$ cat config.mk
export PLATFORM = sky130hd
export DESIGN_NAME = step_throttle_sleep_governor
export DESIGN_NICKNAME = d
export VERILOG_FILES = /design/src/stg_pkg.sv /design/src/stg_div.sv /design/src/stg_sched.sv /design/src/step_throttle_sleep_governor.sv
export SDC_FILE = /design/constraint.sdc
export NUM_CORES = 1
export LEC_CHECK = 0
export ABC_AREA = 1
export BUFFER_PORTS_ARGS = -buffer_cell sky130_fd_sc_hd__buf_2
export CAP_MARGIN = 20
export CORE_MARGIN = 2
export CORE_UTILIZATION = 50
export DETAILED_ROUTE_END_ITERATION = 12
export HOLD_SLACK_MARGIN = 0.12
export PLACE_DENSITY = 0.67
export SYNTH_ARGS = -nofsm -noshare
export SYNTH_HDL_FRONTEND = slang
export SYNTH_SLANG_ARGS = --single-unit
$ cat constraint.sdc
create_clock -name clk -period 10.75 [get_ports clk]
set_input_delay 0.5375 -clock clk [delete_from_list [all_inputs] [get_ports clk]]
set_output_delay 0.5375 -clock clk [all_outputs]
set_load 0.02 [all_outputs]
$ cat src/stg_pkg.sv
// Shared types, constants and codes of the step throttle sleep governor.
package stg_pkg;

    localparam int SCHED_ROWS_DEF = 8;

    localparam int STEP_W  = 32;
    localparam int LEVEL_W = 10;
    localparam int TEMP_W  = 12;
    localparam int FREQ_W  = 20;
    localparam int IVAL_W  = 16;
    localparam int SLEEP_W = 16;
    localparam int HELD_W  = 13;
    localparam int ROWI_W  = 3;
    localparam int CFGI_W  = 3;
    localparam int SRC_W   = 2;

    // bit-serial divider geometry
    localparam int DIV_DVD_W = 32;
    localparam int DIV_DVS_W = FREQ_W + 1;
    localparam int DIV_CNT_W = $clog2(DIV_DVD_W);

    localparam logic [DIV_DVD_W-1:0] PERIOD_X2   = DIV_DVD_W'(2000000);
    localparam logic [DIV_DVD_W-1:0] SLEEP_CLAMP = DIV_DVD_W'(5000);

    // result source codes
    localparam logic [SRC_W-1:0] SRC_ROW    = 2'd0;
    localparam logic [SRC_W-1:0] SRC_RECALC = 2'd1;
    localparam logic [SRC_W-1:0] SRC_HELD   = 2'd2;

    // configuration register indexes
    localparam logic [CFGI_W-1:0] CFG_BAT_THR  = 3'd0;
    localparam logic [CFGI_W-1:0] CFG_TEMP_THR = 3'd1;
    localparam logic [CFGI_W-1:0] CFG_BAT_HI   = 3'd2;
    localparam logic [CFGI_W-1:0] CFG_BAT_LO   = 3'd3;
    localparam logic [CFGI_W-1:0] CFG_TEMP_HI  = 3'd4;
    localparam logic [CFGI_W-1:0] CFG_TEMP_LO  = 3'd5;
    localparam logic [CFGI_W-1:0] CFG_IVAL     = 3'd6;
    localparam logic [CFGI_W-1:0] CFG_ENABLE   = 3'd7;

    typedef struct packed {
        logic [STEP_W-1:0]  first_step;
        logic               open_end;
        logic [STEP_W-1:0]  last_step;
        logic [SLEEP_W-1:0] sleep;
    } sched_data_t;

    typedef struct packed {
        logic               done;
        logic               hit;
        logic [SLEEP_W-1:0] sleep;
    } sched_res_t;

    typedef struct packed {
        logic                 done;
        logic [DIV_DVD_W-1:0] quo;
        logic [DIV_DVS_W-1:0] rem;
    } div_res_t;

    typedef enum logic [1:0] {
        SC_IDLE,
        SC_READ,
        SC_CHECK
    } scan_state_t;

    typedef enum logic [2:0] {
        G_IDLE,
        G_SCAN,
        G_MOD,
        G_POLICY,
        G_QUO,
        G_OUT
    } gov_state_t;

endpackage

$ cat src/stg_div.sv
// Bit-serial restoring divider: one quotient bit per cycle.
module stg_div
    import stg_pkg::*;
(
    input  logic                 clk,
    input  logic                 rst_n,
    input  logic                 start,
    input  logic [DIV_DVD_W-1:0] dividend,
    input  logic [DIV_DVS_W-1:0] divisor,
    output div_res_t             res
);

    logic                 busy_reg, busy_next;
    logic                 done_reg, done_next;
    logic [DIV_CNT_W-1:0] cnt_reg, cnt_next;
    logic [DIV_DVD_W-1:0] dvd_reg, dvd_next;
    logic [DIV_DVS_W-1:0] dvs_reg, dvs_next;
    logic [DIV_DVS_W-1:0] rem_reg, rem_next;

    logic [DIV_DVS_W:0]   trial;
    logic [DIV_DVS_W+1:0] diff;
    logic                 ge;

    always_comb
    begin
        trial = {rem_reg, dvd_reg[DIV_DVD_W-1]};
        diff  = {1'b0, trial} - {2'b00, dvs_reg};
        ge    = ~diff[DIV_DVS_W+1];

        busy_next = busy_reg;
        done_next = 1'b0;
        cnt_next  = cnt_reg;
        dvd_next  = dvd_reg;
        dvs_next  = dvs_reg;
        rem_next  = rem_reg;
        if (start)
        begin
            busy_next = 1'b1;
            cnt_next  = DIV_CNT_W'(DIV_DVD_W - 1);
            dvd_next  = dividend;
            dvs_next  = divisor;
            rem_next  = '0;
        end
        else if (busy_reg)
        begin
            rem_next = ge ? diff[DIV_DVS_W-1:0] : trial[DIV_DVS_W-1:0];
            dvd_next = {dvd_reg[DIV_DVD_W-2:0], ge};
            cnt_next = cnt_reg - 1'b1;
            if (cnt_reg == '0)
            begin
                busy_next = 1'b0;
                done_next = 1'b1;
            end
        end
    end

    always_ff @(posedge clk or negedge rst_n)
    begin
        if (!rst_n)
        begin
            busy_reg <= 1'b0;
            done_reg <= 1'b0;
            cnt_reg  <= '0;
        end
        else
        begin
            busy_reg <= busy_next;
            done_reg <= done_next;
            cnt_reg  <= cnt_next;
        end
    end

    always_ff @(posedge clk)
    begin
        dvd_reg <= dvd_next;
        dvs_reg <= dvs_next;
        rem_reg <= rem_next;
    end

    assign res.done = done_reg;
    assign res.quo  = dvd_reg;
    assign res.rem  = rem_reg;

endmodule

$ cat src/stg_sched.sv
// Schedule table storage and row-by-row scan sequencer.
module stg_sched
    import stg_pkg::*;
#(
    parameter int SCHED_ROWS = SCHED_ROWS_DEF
)
(
    input  logic              clk,
    input  logic              rst_n,
    input  logic              wr_en,
    input  logic [ROWI_W-1:0] wr_index,
    input  logic              wr_valid,
    input  sched_data_t       wr_data,
    input  logic              scan_start,
    input  logic [STEP_W-1:0] step,
    output sched_res_t        res
);

    localparam int IDX_W = (SCHED_ROWS > 1) ? $clog2(SCHED_ROWS) : 1;
    localparam int CNT_W = $clog2(SCHED_ROWS + 1);

    logic        valid_reg [SCHED_ROWS];
    sched_data_t mem [SCHED_ROWS];

    sched_data_t rd_data_reg;
    logic        rd_valid_reg;

    scan_state_t state_reg, state_next;
    logic [CNT_W-1:0] idx_reg, idx_next;
    logic [CNT_W-1:0] idx_inc;
    logic [IDX_W-1:0] rd_addr;
    logic [IDX_W-1:0] wr_addr;
    logic             wr_ok;

    assign wr_ok   = wr_en && (32'(wr_index) < SCHED_ROWS);
    assign wr_addr = IDX_W'(wr_index);
    assign rd_addr = idx_reg[IDX_W-1:0];
    assign idx_inc = idx_reg + 1'b1;

    always_ff @(posedge clk or negedge rst_n)
    begin
        if (!rst_n)
        begin
            for (int i = 0; i < SCHED_ROWS; i++)
            begin
                valid_reg[i] <= 1'b0;
            end
            rd_valid_reg <= 1'b0;
        end
        else
        begin
            if (wr_ok)
            begin
                valid_reg[wr_addr] <= wr_valid;
            end
            rd_valid_reg <= valid_reg[rd_addr];
        end
    end

    always_ff @(posedge clk)
    begin
        if (wr_ok)
        begin
            mem[wr_addr] <= wr_data;
        end
        rd_data_reg <= mem[rd_addr];
    end

    always_ff @(posedge clk or negedge rst_n)
    begin
        if (!rst_n)
        begin
            state_reg <= SC_IDLE;
            idx_reg   <= '0;
        end
        else
        begin
            state_reg <= state_next;
            idx_reg   <= idx_next;
        end
    end

    always_comb
    begin
        state_next = state_reg;
        idx_next   = idx_reg;
        res.done   = 1'b0;
        res.hit    = 1'b0;
        res.sleep  = rd_data_reg.sleep;
        case (state_reg)
            SC_IDLE:
            begin
                if (scan_start)
                begin
                    idx_next   = '0;
                    state_next = SC_READ;
                end
            end
            SC_READ:
            begin
                state_next = SC_CHECK;
            end
            SC_CHECK:
            begin
                if (!rd_valid_reg || (step < rd_data_reg.first_step))
                begin
                    res.done   = 1'b1;
                    state_next = SC_IDLE;
                end
                else if (rd_data_reg.open_end || (step <= rd_data_reg.last_step))
                begin
                    res.done   = 1'b1;
                    res.hit    = 1'b1;
                    state_next = SC_IDLE;
                end
                else if (idx_inc == CNT_W'(SCHED_ROWS))
                begin
                    res.done   = 1'b1;
                    state_next = SC_IDLE;
                end
                else
                begin
                    idx_next   = idx_inc;
                    state_next = SC_READ;
                end
            end
            default:
            begin
                state_next = SC_IDLE;
            end
        endcase
    end

endmodule

$ cat src/step_throttle_sleep_governor.sv
// Top level of the step throttle sleep governor: config, sequencer, output stage.
// A write request (mode 1) stores one schedule row; it yields no result. A
// query request (mode 0) scans the schedule row by row (registered table
// read, then compare), stopping at the first row that covers the step, the
// first invalid row or row starting past the step, or the last row. When no
// row covers the step and check_interval is nonzero, a shared bit-serial
// divider computes the step modulo the interval; if the step is a multiple
// of it and the chosen frequency f is nonzero, the divider runs again for
// the rounded sleep (2000000+f)/(2f). Other queries finish after the scan or
// the first division. One query is in flight at a time; the result sits in
// an output register so the next request is taken while it waits. The
// returned sleep is clamped to 5000 ms unless it comes straight from a
// schedule row. Configuration writes are always accepted and take effect at
// once; index 7 is the last register.
module step_throttle_sleep_governor
    import stg_pkg::*;
#(
    parameter int SCHED_ROWS = SCHED_ROWS_DEF
)
(
    input  logic                     clk,
    input  logic                     rst_n,
    // request channel
    input  logic                     in_valid,
    output logic                     in_ready,
    input  logic                     mode,
    input  logic [STEP_W-1:0]        query_step,
    input  logic [LEVEL_W-1:0]       battery_level,
    input  logic signed [TEMP_W-1:0] cpu_temp,
    input  logic [ROWI_W-1:0]        row_index,
    input  logic                     row_valid,
    input  logic [STEP_W-1:0]        row_start,
    input  logic                     row_open_end,
    input  logic [STEP_W-1:0]        row_end,
    input  logic [SLEEP_W-1:0]       row_sleep,
    // result channel
    output logic                     out_valid,
    input  logic                     out_ready,
    output logic [SLEEP_W-1:0]       sleep_time,
    output logic [SRC_W-1:0]         source,
    // config write channel
    input  logic                     cfg_valid,
    output logic                     cfg_ready,
    input  logic [CFGI_W-1:0]        cfg_index,
    input  logic [FREQ_W-1:0]        cfg_data
);

    // config registers
    logic [LEVEL_W-1:0]       bat_thr_reg;
    logic signed [TEMP_W-1:0] temp_thr_reg;
    logic [FREQ_W-1:0]        bat_hi_reg;
    logic [FREQ_W-1:0]        bat_lo_reg;
    logic [FREQ_W-1:0]        temp_hi_reg;
    logic [FREQ_W-1:0]        temp_lo_reg;
    logic [IVAL_W-1:0]        ival_reg;
    logic [1:0]               enable_reg;

    // query operands, captured at accept
    logic [STEP_W-1:0]        step_reg;
    logic [LEVEL_W-1:0]       level_reg;
    logic signed [TEMP_W-1:0] temp_reg;

    gov_state_t               state_reg, state_next;
    logic [HELD_W-1:0]        held_reg, held_next;
    logic [SLEEP_W-1:0]       res_sleep_reg, res_sleep_next;
    logic [SRC_W-1:0]         res_src_reg, res_src_next;
    logic                     out_valid_reg, out_valid_next;
    logic [SLEEP_W-1:0]       sleep_time_reg, sleep_time_next;
    logic [SRC_W-1:0]         source_reg, source_next;

    logic                     in_acc;
    logic                     query_acc;
    logic                     write_acc;
    logic                     scan_start;
    sched_res_t               scan_res;
    sched_data_t              wr_data;

    logic                     div_start;
    logic [DIV_DVD_W-1:0]     div_dividend;
    logic [DIV_DVS_W-1:0]     div_divisor;
    div_res_t                 div_res;

    logic [FREQ_W-1:0]        freq_bat;
    logic [FREQ_W-1:0]        freq_temp;
    logic [FREQ_W-1:0]        freq_min;
    logic [DIV_DVD_W-1:0]     quo_clamped;

    assign in_ready  = (state_reg == G_IDLE);
    assign in_acc    = in_valid && in_ready;
    assign query_acc = in_acc && !mode;
    assign write_acc = in_acc && mode;
    assign cfg_ready = 1'b1;

    assign out_valid  = out_valid_reg;
    assign sleep_time = sleep_time_reg;
    assign source     = source_reg;

    assign wr_data.first_step = row_start;
    assign wr_data.open_end   = row_open_end;
    assign wr_data.last_step  = row_end;
    assign wr_data.sleep      = row_sleep;

    stg_sched #(
        .SCHED_ROWS (SCHED_ROWS)
    ) u_sched (
        .clk        (clk),
        .rst_n      (rst_n),
        .wr_en      (write_acc),
        .wr_index   (row_index),
        .wr_valid   (row_valid),
        .wr_data    (wr_data),
        .scan_start (scan_start),
        .step       (step_reg),
        .res        (scan_res)
    );

    stg_div u_div (
        .clk      (clk),
        .rst_n    (rst_n),
        .start    (div_start),
        .dividend (div_dividend),
        .divisor  (div_divisor),
        .res      (div_res)
    );

    // frequency policy: low freq only when the rule is on and its condition holds; the lower of the two wins
    always_comb
    begin
        freq_bat = bat_hi_reg;
        if (enable_reg[0] && (level_reg < bat_thr_reg))
        begin
            freq_bat = bat_lo_reg;
        end
        freq_temp = temp_hi_reg;
        if (enable_reg[1] && (temp_reg > temp_thr_reg))
        begin
            freq_temp = temp_lo_reg;
        end
        freq_min = (freq_bat < freq_temp) ? freq_bat : freq_temp;
    end

    assign quo_clamped = (div_res.quo > SLEEP_CLAMP) ? SLEEP_CLAMP : div_res.quo;

    // sequencer
    always_comb
    begin
        state_next      = state_reg;
        held_next       = held_reg;
        res_sleep_next  = res_sleep_reg;
        res_src_next    = res_src_reg;
        scan_start      = 1'b0;
        div_start       = 1'b0;
        div_dividend    = DIV_DVD_W'(step_reg);
        div_divisor     = DIV_DVS_W'(ival_reg);
        out_valid_next  = out_valid_reg && !out_ready;
        sleep_time_next = sleep_time_reg;
        source_next     = source_reg;
        case (state_reg)
            G_IDLE:
            begin
                if (query_acc)
                begin
                    scan_start = 1'b1;
                    state_next = G_SCAN;
                end
            end
            G_SCAN:
            begin
                if (scan_res.done)
                begin
                    if (scan_res.hit)
                    begin
                        res_sleep_next = scan_res.sleep;
                        res_src_next   = SRC_ROW;
                        state_next     = G_OUT;
                    end
                    else if (ival_reg == '0)
                    begin
                        res_sleep_next = SLEEP_W'(held_reg);
                        res_src_next   = SRC_HELD;
                        state_next     = G_OUT;
                    end
                    else
                    begin
                        div_start  = 1'b1;
                        state_next = G_MOD;
                    end
                end
            end
            G_MOD:
            begin
                if (div_res.done)
                begin
                    if (div_res.rem == '0)
                    begin
                        state_next = G_POLICY;
                    end
                    else
                    begin
                        res_sleep_next = SLEEP_W'(held_reg);
                        res_src_next   = SRC_HELD;
                        state_next     = G_OUT;
                    end
                end
            end
            G_POLICY:
            begin
                if (freq_min == '0)
                begin
                    held_next      = '0;
                    res_sleep_next = '0;
                    res_src_next   = SRC_RECALC;
                    state_next     = G_OUT;
                end
                else
                begin
                    // round half up of 1e6/f
                    div_start    = 1'b1;
                    div_dividend = PERIOD_X2 + DIV_DVD_W'(freq_min);
                    div_divisor  = {freq_min, 1'b0};
                    state_next   = G_QUO;
                end
            end
            G_QUO:
            begin
                if (div_res.done)
                begin
                    held_next      = quo_clamped[HELD_W-1:0];
                    res_sleep_next = SLEEP_W'(quo_clamped[HELD_W-1:0]);
                    res_src_next   = SRC_RECALC;
                    state_next     = G_OUT;
                end
            end
            G_OUT:
            begin
                // wait for the output register to free up
                if (!out_valid_reg || out_ready)
                begin
                    out_valid_next  = 1'b1;
                    sleep_time_next = res_sleep_reg;
                    source_next     = res_src_reg;
                    state_next      = G_IDLE;
                end
            end
            default:
            begin
                state_next = G_IDLE;
            end
        endcase
    end

    always_ff @(posedge clk or negedge rst_n)
    begin
        if (!rst_n)
        begin
            state_reg     <= G_IDLE;
            held_reg      <= '0;
            out_valid_reg <= 1'b0;
        end
        else
        begin
            state_reg     <= state_next;
            held_reg      <= held_next;
            out_valid_reg <= out_valid_next;
        end
    end

    always_ff @(posedge clk)
    begin
        res_sleep_reg  <= res_sleep_next;
        res_src_reg    <= res_src_next;
        sleep_time_reg <= sleep_time_next;
        source_reg     <= source_next;
        if (query_acc)
        begin
            step_reg  <= query_step;
            level_reg <= battery_level;
            temp_reg  <= cpu_temp;
        end
    end

    // config register file
    always_ff @(posedge clk or negedge rst_n)
    begin
        if (!rst_n)
        begin
            bat_thr_reg  <= LEVEL_W'(200);
            temp_thr_reg <= TEMP_W'(700);
            bat_hi_reg   <= '0;
            bat_lo_reg   <= '0;
            temp_hi_reg  <= '0;
            temp_lo_reg  <= '0;
            ival_reg     <= '0;
            enable_reg   <= '0;
        end
        else if (cfg_valid && cfg_ready)
        begin
            case (cfg_index)
                CFG_BAT_THR:  bat_thr_reg  <= cfg_data[LEVEL_W-1:0];
                CFG_TEMP_THR: temp_thr_reg <= cfg_data[TEMP_W-1:0];
                CFG_BAT_HI:   bat_hi_reg   <= cfg_data;
                CFG_BAT_LO:   bat_lo_reg   <= cfg_data;
                CFG_TEMP_HI:  temp_hi_reg  <= cfg_data;
                CFG_TEMP_LO:  temp_lo_reg  <= cfg_data;
                CFG_IVAL:     ival_reg     <= cfg_data[IVAL_W-1:0];
                CFG_ENABLE:   enable_reg   <= cfg_data[1:0];
                default:
                begin
                end
            endcase
        end
    end

endmodule

==> metrics.cfg <==
[outcome]
status = completed

[global_route]
grt_start_max_net_pins = 162
grt_pass1_wl_um = 162000
use_met1_pct = 31.1
grt_overflow = 0
grt-busiest-layer = met2
grt_usage_pct = 23.3
antenna_found_initial = 16
grt_pass1_vias = 28400
met2_usage_pct = 39.0
use_met3_pct = 4.09

[sta]
slew_violations = 0
post-route-period-util_pct = 65.5
grt_setup_unrepaired = no
worst_slack_ns = 3.70
setup_violations = 0
fin_skew_ns = 0.0354
fin_crit_ns = 7.05
slew_headroom_pct = 31.7
fmax_ghz = 0.142
fin_setup_tns_ns = 0
worst_pin_slew_ns = 1.02
hold_viol = 0

[floorplanning]
row_count = 108
dieWidth_um = 300
die_area_mm2 = 0.0901
top_level_ports = 189
die_h_um = 300
coreArea_mm2 = 0.0869
initial_core_util_pct = 50.5

[pwr]
switchingPower_mw = 3.82
p_leak_nw = 19.7
pwr_density_cell_mw_per_mm2 = 236
comb_power_share_pct = 25.1
seqPwrFrac_pct = 45.0
switching_share_pct = 32.2
p_int_mw = 8.06
peakVddDrop_v = 0.000164
clkPwrFrac_pct = 29.9

[worst_setup_path]
startpoint_type = flop
end_kind = flop
cp_max_fo = 61
crit_type = reg2reg
arrival_ns = 7.44
crit_required_ns = 11.15

[detailed_routing]
dr.pass1.iters = 6
drc = 0
drt-initial-drc-count = 2686
vias = 29600
detail_route.vias_per_cell = 5.44
drt-wirelength-per-cell_um = 19.5
wirelength_um = 106000
antenna_left = 0

[placed_design]
place_congestion = 0.951
port_buffers = 187
dp_hpwl_um = 65200
place_ws_ns = 3.84

[finish]
largest_reg_flops = 648
drive_gt1_share_pct = 10.7
fin_nets = 4483
area_delta_synth_final_pct = 14.7
fillers = 7073

[run]
drv_cap = 0

[synthesis]
synth-seq-area-share_pct = 67.9
ys_ff_latch = 1052
netlist_instances = 3939
syn-num-nets = 4235
synth.avg_cell_area_um2 = 11.1
ys_warn_count = 0
async_flop_share_pct = 15.1
synth.distinct_cells = 54
synthesis.area_mm2 = 0.0439
synth-edff-count = 791
synth_ff_type = edfxtp_1

[worst_hold_path]
hp-class = in2reg

[clocking]
numCtsBuffers = 105
clockRootBuffer = clkbuf_16
clock_latency_ns = 0.68
htree_num_levels = 3
cts_max_path_buffers = 3
clkTransAtPathRegs_ns = 0.06
tritoncts = done
clock-sinks = 1052

placed cells by master, fill, tap and decap left out, types with 16 or more instances in the layout:
| master | synthesis | final |
|---|---|---|
| a21oi_1 | 109 | 109 |
| a31oi_1 | 84 | 84 |
| dfxtp_1 | 102 | 102 |
| dfrtp_1 | 150 | 148 |
| nor2_1 | 672 | 664 |
| o22ai_1 | 82 | 82 |
| edfxtp_1 | 791 | 791 |
| nand2_1 | 483 | 483 |
| nand4_1 | 24 | 24 |
| o21ai_0 | 536 | 536 |
| dlygate4sd3_1 | 0 | 103 |
| inv_1 | 287 | 284 |
| clkinv_1 | 2 | 18 |
| o21ai_1 | 31 | 31 |
| clkinv_2 | 0 | 16 |
| buf_2 | 14 | 186 |
| buf_4 | 6 | 42 |
| nand3_1 | 112 | 112 |
| clkbuf_1 | 152 | 34 |
| ha_1 | 127 | 127 |
| clkbuf_16 | 0 | 107 |
final cells by class:
type	count	area, µm²	share of cell area, %
clock inverter	48	432	0.858
multi-input combinational	2400	12300	24.4
inverter	294	1120	2.22
timing repair buffer	334	2320	4.61
tap	1155	1450	2.87
antenna	3	7.51	0.0149
clock buffer	152	2960	5.87
sequential	1052	29800	59.2
layer usage:
| layer | vias to the layer above | part of all wire (%) |
|---|---|---|
| met4 | 16 | 2.6 |
| met3 | 187 | 7.0 |
| li1 | 14200 | - |
| met5 | - | 0.091 |
| met2 | 876 | 48 |
| met1 | 14300 | 42 |
power groups by stage:
stage               clock network, mW  registers (mW)  logic (mW)
finish                           3.55            5.35        2.98
global route                     3.77            5.40        3.39
CTS                              3.61            5.35        2.98
detailed placement                  0            5.42        2.93
global placement                    0            5.42        2.86
floorplan                           0            5.29        2.18
final timing paths:
path                                   from                 end  slack (ns)  cells after the start
max in group asynchronous             rst_n      bat_thr_reg[5]        9.06                      3
min reg2reg                res_sleep_reg[6]       sleep_time[6]        0.42                      0
max                         temp_thr_reg[7]   u_div.dvd_reg[29]        3.70                     27
min                           row_start[20]  u_sched.mem[7][69]        0.14                      1
min in group asynchronous             rst_n      bat_hi_reg[17]        0.39                      2
max reg2reg                 temp_thr_reg[7]   u_div.dvd_reg[29]        3.70                     27
synthesized netlist by cell type (14+ instances only):
cell type | number | area, µm²
a31oi_1 | 84 | 526
a21oi_1 | 109 | 546
buf_2 | 14 | 70.1
ha_1 | 127 | 1590
o21ai_0 | 536 | 2680
buf_1 | 17 | 63.8
nand4_1 | 24 | 150
dfxtp_1 | 102 | 2040
clkbuf_1 | 152 | 571
nand3_1 | 112 | 561
edfxtp_1 | 791 | 23800
o22ai_1 | 82 | 513
o21ai_1 | 31 | 155
nor3_1 | 15 | 75.1
inv_1 | 287 | 1080
nand2_1 | 483 | 1810
nor2_1 | 672 | 2520
mux2_2 | 15 | 169
dfrtp_1 | 150 | 3750
kinds of logic (layout without fill, tap and decap cells):
group           Yosys count  count (layout)  synth area share (%)
fa+ha+maj               128             128                  3.67
flops                  1052            1052                  67.9
xor+xnor                 20              20                 0.399
buf+inv                 487             828                  4.33
simple gates           1350            1350                  12.4
other cells               1               4               0.00855
mux                      19              19                 0.476
compound gates          882             882                  10.8
critical path: stages (launching register included):
cell     delay, ns
dfstp_2       0.53
inv_1         0.04
ha_1          0.31
a21oi_1       0.16
nand2_1       0.08
nand2_1       0.08
nand3_1       0.08
nand2_1       0.07
nand2_2       0.06
nand2_2       0.49
o21ai_0       0.30
ha_1          0.34
nand2_1       0.05
nor2_1        0.18
nand4_1       0.16
nor4_1        0.27
nand2_2       0.32
nand2_2       0.44
nand2_1       0.11
nand2_1       0.17
nand3_1       0.16
nor2_2        0.18
nand3_4       0.16
nand2_4       0.49
nand2_4       0.57
inv_2         0.42
nand2_1       0.18
buf_4         0.29
repair_timing:
action / in CTS / in global routing
resized for setup: 0 / 0
buffers inserted: 0 / 0
hold buffers: 103 / 0
endpoints found under the setup margin: 0 / 0
hold endpoints to repair: 453 / 0
stage by stage:
| stage | power [mW] | cell area, µm² | hold WS (ns) | instances | utilization [%] |
|---|---|---|---|---|---|
| 3_3_place_gp | 8.28 | 45900 | 0.403 | 5130 | 52.8 |
| 5_1_grt | 12.6 | 50300 | 0.138 | 5437 | 57.9 |
| 2_1_floorplan | 7.47 | 43900 | 0.242 | 3939 | - |
| 3_5_place_dp | 8.35 | 45900 | 0.405 | 5132 | 52.8 |
| 4_1_cts | 11.9 | 50300 | 0.121 | 5435 | 57.9 |
| 6_report | 11.9 | 50300 | 0.137 | 5438 | 57.9 |
No activity file was read; power rests on OpenSTA's default activity.
